## config.mk

```make
export PLATFORM = sky130hd
export DESIGN_NAME = efs_ram
export DESIGN_NICKNAME = d
export VERILOG_FILES = /design/src/hw/rtl/efs_ram.sv
export SDC_FILE = /design/constraint.sdc
export NUM_CORES = 1
export LEC_CHECK = 0
export BUFFER_PORTS_ARGS = -buffer_cell sky130_fd_sc_hd__buf_2
export CORE_MARGIN = 2
export CORE_UTILIZATION = 60
export CTS_BUF_LIST = sky130_fd_sc_hd__clkbuf_4 sky130_fd_sc_hd__clkbuf_8
export DETAILED_ROUTE_END_ITERATION = 6
export GPL_TIMING_DRIVEN = 0
export PLACE_DENSITY = 0.85
export SYNTH_ARGS = -nofsm -noshare
export SYNTH_HDL_FRONTEND = slang
export SYNTH_SLANG_ARGS = --single-unit
export TNS_END_PERCENT = 100
```

## constraint.sdc

```tcl
create_clock -name clk -period 6.23 [get_ports clk]
set_clock_uncertainty 0.2 [all_clocks]
set_input_delay 1.246 -clock clk [delete_from_list [all_inputs] [get_ports clk]]
set_output_delay 1.246 -clock clk [all_outputs]
set_load 0.05 [all_outputs]
```

## src/hw/rtl/efs_ram.sv

```systemverilog
// Generic single-port-write, single-read synchronous RAM, registered read.
// No dependencies.
`default_nettype none
module efs_ram #(
	parameter int WIDTH = 8,
	parameter int DEPTH = 16
) (
	input  wire logic                     clk,
	input  wire logic                     we,
	input  wire logic [$clog2(DEPTH)-1:0] waddr,
	input  wire logic [WIDTH-1:0]         wdata,
	input  wire logic [$clog2(DEPTH)-1:0] raddr,
	output logic      [WIDTH-1:0]         rdata
);
	logic [WIDTH-1:0] mem [DEPTH];

	always_ff @(posedge clk) begin
		if (we) begin
			mem[waddr] <= wdata;
		end
		rdata <= mem[raddr];
	end
endmodule
`default_nettype wire

```

# --- Yosys cells after proc, flatten, opt, wreduce, memory -nomap -nowiden ---
# Memory sizes are Yosys's and may differ from the RTL's. A register that Yosys moved wholly into a read port is not among the register bits.
# Cells that the tools add are included.
totals:
  ff_bits: 0
  ramBits: 128
  inputBits: 18
  word_cells: 3
  mem_count: 1
op_classes:
  muxes: 2
memory_table:
  columns: ["memory", "depth", "word_bits", "read_ports", "rd_clocked_by_memory_dff", "wr", "line", "source"]
  rows:
  - ["mem", 16, 8, 1, 1, 1, "15", "logic [WIDTH-1:0] mem [DEPTH];"]
op_table:
  columns: ["operator", "count"]
  rows:
  - ["two-way mux 1 bit", 2]

# --- Longest topological paths before layout ---
logic_depth:
  word_depth: 2
  depth_mapped: 5

# --- Least setup slack after synthesis ---
# No wires, ideal clock.
synth_path:
  path_type: "in2reg"
  startpoint: "in waddr[2]"
  endpoint: "mem mem[0][0], enable pin"
  setup_time_ns: 0.383
  t_arrival_ns: 2.356
  t_required_ns: 5.647
  slack_ns: 3.291
  path_stages: 2
  path_cell_list: "or3b_2 -> nor3_1"
synth_rtl:
  columns: ["item", "line", "source"]
  rows:
  - ["start: declaration", "10", "input wire logic [$clog2(DEPTH)-1:0] waddr,"]
  - ["end: declaration", "15", null]
# Straight into the memory's write port.

# --- Worst setup path after layout ---
layout_path:
  startpoint: "in waddr[2]"
  endpoint: "mem mem[0][6], enable pin"
# Straight into the memory's write port.

==> summary.txt <==
Outcome
  – Status: completed

Global route
  – Number of global-route vias before repair: about 2300
  – Met1 Use GR: 0.305
  – GRT Residual Overflow: 0
  – Tot GR Track Use: 0.207
  – First-pass GRT wire length: around 14000 microns
  – Largest net degree at the start of global routing: 17
  – Initial antenna violation count: 0
  – Grt met2 use: 0.300
  – GR met3 Demand/Resource: 0.0600
  – Busiest grt layer: met1

Route
  – DRC viols: 0
  – DRT iter0 DRCs: 331
  – Routed wire length per instance: around 24 microns
  – Via-to-Cell Ratio: 6.23
  – Routed via count: between 2000 and 2500
  – First-pass iteration count of the detailed router: 4
  – DRT Wirelength: around 9000 microns
  – Post-detailed-route count of antenna-violating nets: 0

Timing
  – RSZ-0062 raised after global routing: false
  – Final hold vios: 0
  – Setup TNS: 0 ns
  – Worst-Margin Slew: about 1.4 ns
  – Tcrit/Tclk final: 0.502
  – Final setup fails: 0
  – Tmin final: roughly 3.1 ns
  – FMAX: between 0.3 and 0.4 GHz
  – Final Max Slew Viols: 0
  – Slew Limit Headroom: 0.0742

Setup path
  – Setup slack, reg-to-reg: approximately 4.6 ns
  – WP data arrival: a little under 3 ns
  – Cells on worst reg2reg path: 3
  – Slowest stage delay, CP: ~1.1 ns
  – Crit path max fanout: 8
  – RR Endpoint: rdata[0]
  – Required time worst endpoint: between 6 and 7 ns
  – Worst R2R Start: mem[5][0]
  – Worst path slowest cell: nor3_1
  – Worst Setup End Kind: register
  – Critical-path cell list: buf_2 > or3b_2 > nor3_1
  – Startpoint types: input pin
  – Crit Path Category: input pin to register

Floorplan
  – Core footprint: roughly 8300 sq um
  – Die height: 96.6 microns
  – Die area: around 9300 sq um
  – Initial core utilization: 0.623
  – IO Count: 26
  – Chip Width: a little under 100 microns
  – Row count: 33

Synthesis
  – Synth top area share: 0.747
  – Ys Warns: 0
  – Top cells by area, synth: edfxtp_1, mux4_2, mux4_1
  – EDFF count, synth: approximately 130
  – Synth Net Count: 247
  – Yosys reg bits: roughly 140
  – Top-count cell post-synth: edfxtp_1
  – Async SR Flop Fraction: 0
  – Synth area leader: edfxtp_1
  – Mean area per synthesized cell: about 22 sq um
  – Commonest cells in the netlist: edfxtp_1, mux4_2, a22oi_1, mux4_1, nor2_1
  – Part of the Yosys area used for sequential elements: 0.778
  – Cells after synthesis: 229
  – Mapped Area: 5150 sq um
  – Netlist cell types: 19
  – Synth Flop Type: edfxtp_1

Worst hold path
  – Hold depth: 3
  – Type of the most critical hold path: register to register
  – Hold EP: rdata[4]
  – Hold path startpoint: mem[11][4]

CTS
  – Setup bufs post-CTS: 0
  – Num CTS Buffers: 17
  – CTS Buffer Depth: 2
  – CTS H-Tree Depth: 4
  – Worst-path clk slew: about 0.07 ns
  – Worst-Skew Late Latency: 0.43 ns
  – # hold bufs at CTS: 0
  – CTS Sinks: approximately 140
  – TritonCTS clock tree: done
  – Post-CTS sizing: 0
  – Root Buffer: clkbuf_8

Placement
  – Dpl cells: approximately 360
  – Port-buffer cells: 24
  – Detail Placement HPWL: 5790 microns
  – Placer Congestion: 0.730

Power and ir drop
  – Peak VDD IR: approximately 0.16 mV
  – Lkg Pwr: ~1.9 nW
  – Pwr per Cell Area: between 300 and 400 nW/um^2

Layout
  – Area grow syn2layout: 12.9%
  – Nets: 290
  – Layout cells sized above 1: 0.298
  – Post-Layout Cell Count: approximately 400
  – Post-layout util: 0.703
  – Antenna diodes: 0

Job
  – Max-cap violations: 0
## through the flow
step / setup slack, ns / cell area, sq um / hold WS [ns] / total power [mW]
6_report: 3.10 / 5810 / 0.489 / 1.87
5_1_grt: 3.08 / 5810 / 0.542 / 1.93
4_1_cts: 3.12 / 5810 / 0.491 / 1.88
3_5_place_dp: 2.72 / 5400 / 0.474 / 1.16
3_3_place_gp: 2.75 / 5400 / 0.453 / 1.16
2_1_floorplan: 3.29 / 5150 / 0.429 / 1.12
## worst max path at each step
stage                  start   endpoint  cells past startpoint
finish              waddr[2]  mem[0][6]                      3
global route        waddr[2]  mem[0][6]                      3
CTS                 waddr[2]  mem[0][6]                      3
detailed placement  waddr[2]  mem[0][4]                      3
global placement    waddr[2]  mem[0][4]                      3
floorplan           waddr[2]  mem[0][0]                      2
## routing by layer
| metal | share of wire | wire length, microns |
|---|---|---|
| met1 | 0.43 | 3990 |
| met2 | 0.47 | 4370 |
| met3 | 0.083 | 768 |
| met4 | 0.011 | 98 |
| met5 | 0 | 0 |
## worst max-delay path, delay by kind of cell
family	cells	cell delay, ns
and+or+nand+nor	2	1.59
buffers and inverters	1	0.11
## registers in the layout, indices dropped and copies added, names as in the netlist
signal / cells
mem: 128
rdata: 8
## cells in the final DEF, fill, tap and decap left out, drive strengths merged, types with 2 or more instances in the layout
| cell type | instances |
|---|---|
| edfxtp | 128 |
| mux4 | 32 |
| buf | 31 |
| clkbuf | 20 |
| a22oi | 16 |
| nor2 | 13 |
| nand2 | 9 |
| dfxtp | 8 |
| clkinv | 6 |
| nor3 | 4 |
| clkdlybuf4s25 | 3 |
| clkinvlp | 3 |
| bufinv | 3 |
| nand3b | 2 |
| nand2b | 2 |
## report_power, final
part	internal [mW]	switching (mW)	total [mW]
Sequential	1.02	0.00475	1.03
Combinational	0.0407	0.0753	0.116
Clock	0.408	0.319	0.727
## final cells by class
cell class / count / area, sq um
Buffer: 10 / 86.3
Clock buffer: 20 / 256
Clock inverter: 12 / 154
Fill cell: 487 / 2450
Multi-Input combinational cell: 83 / 1060
Sequential cell: 136 / 4000
Tap cell: 105 / 131
Timing Repair Buffer: 24 / 120
## kinds of logic (layout without fill, tap and decap cells)
family	count (synthesis)	count (layout)	share of synthesized area
buffers and inverters	10	66	0.0168
muxes	32	32	0.150
and+or+nand+nor	35	35	0.0318
DFF	136	136	0.778
AOI/OAI and AO/OA	16	16	0.0233
(Power assumes the default switching activity.)
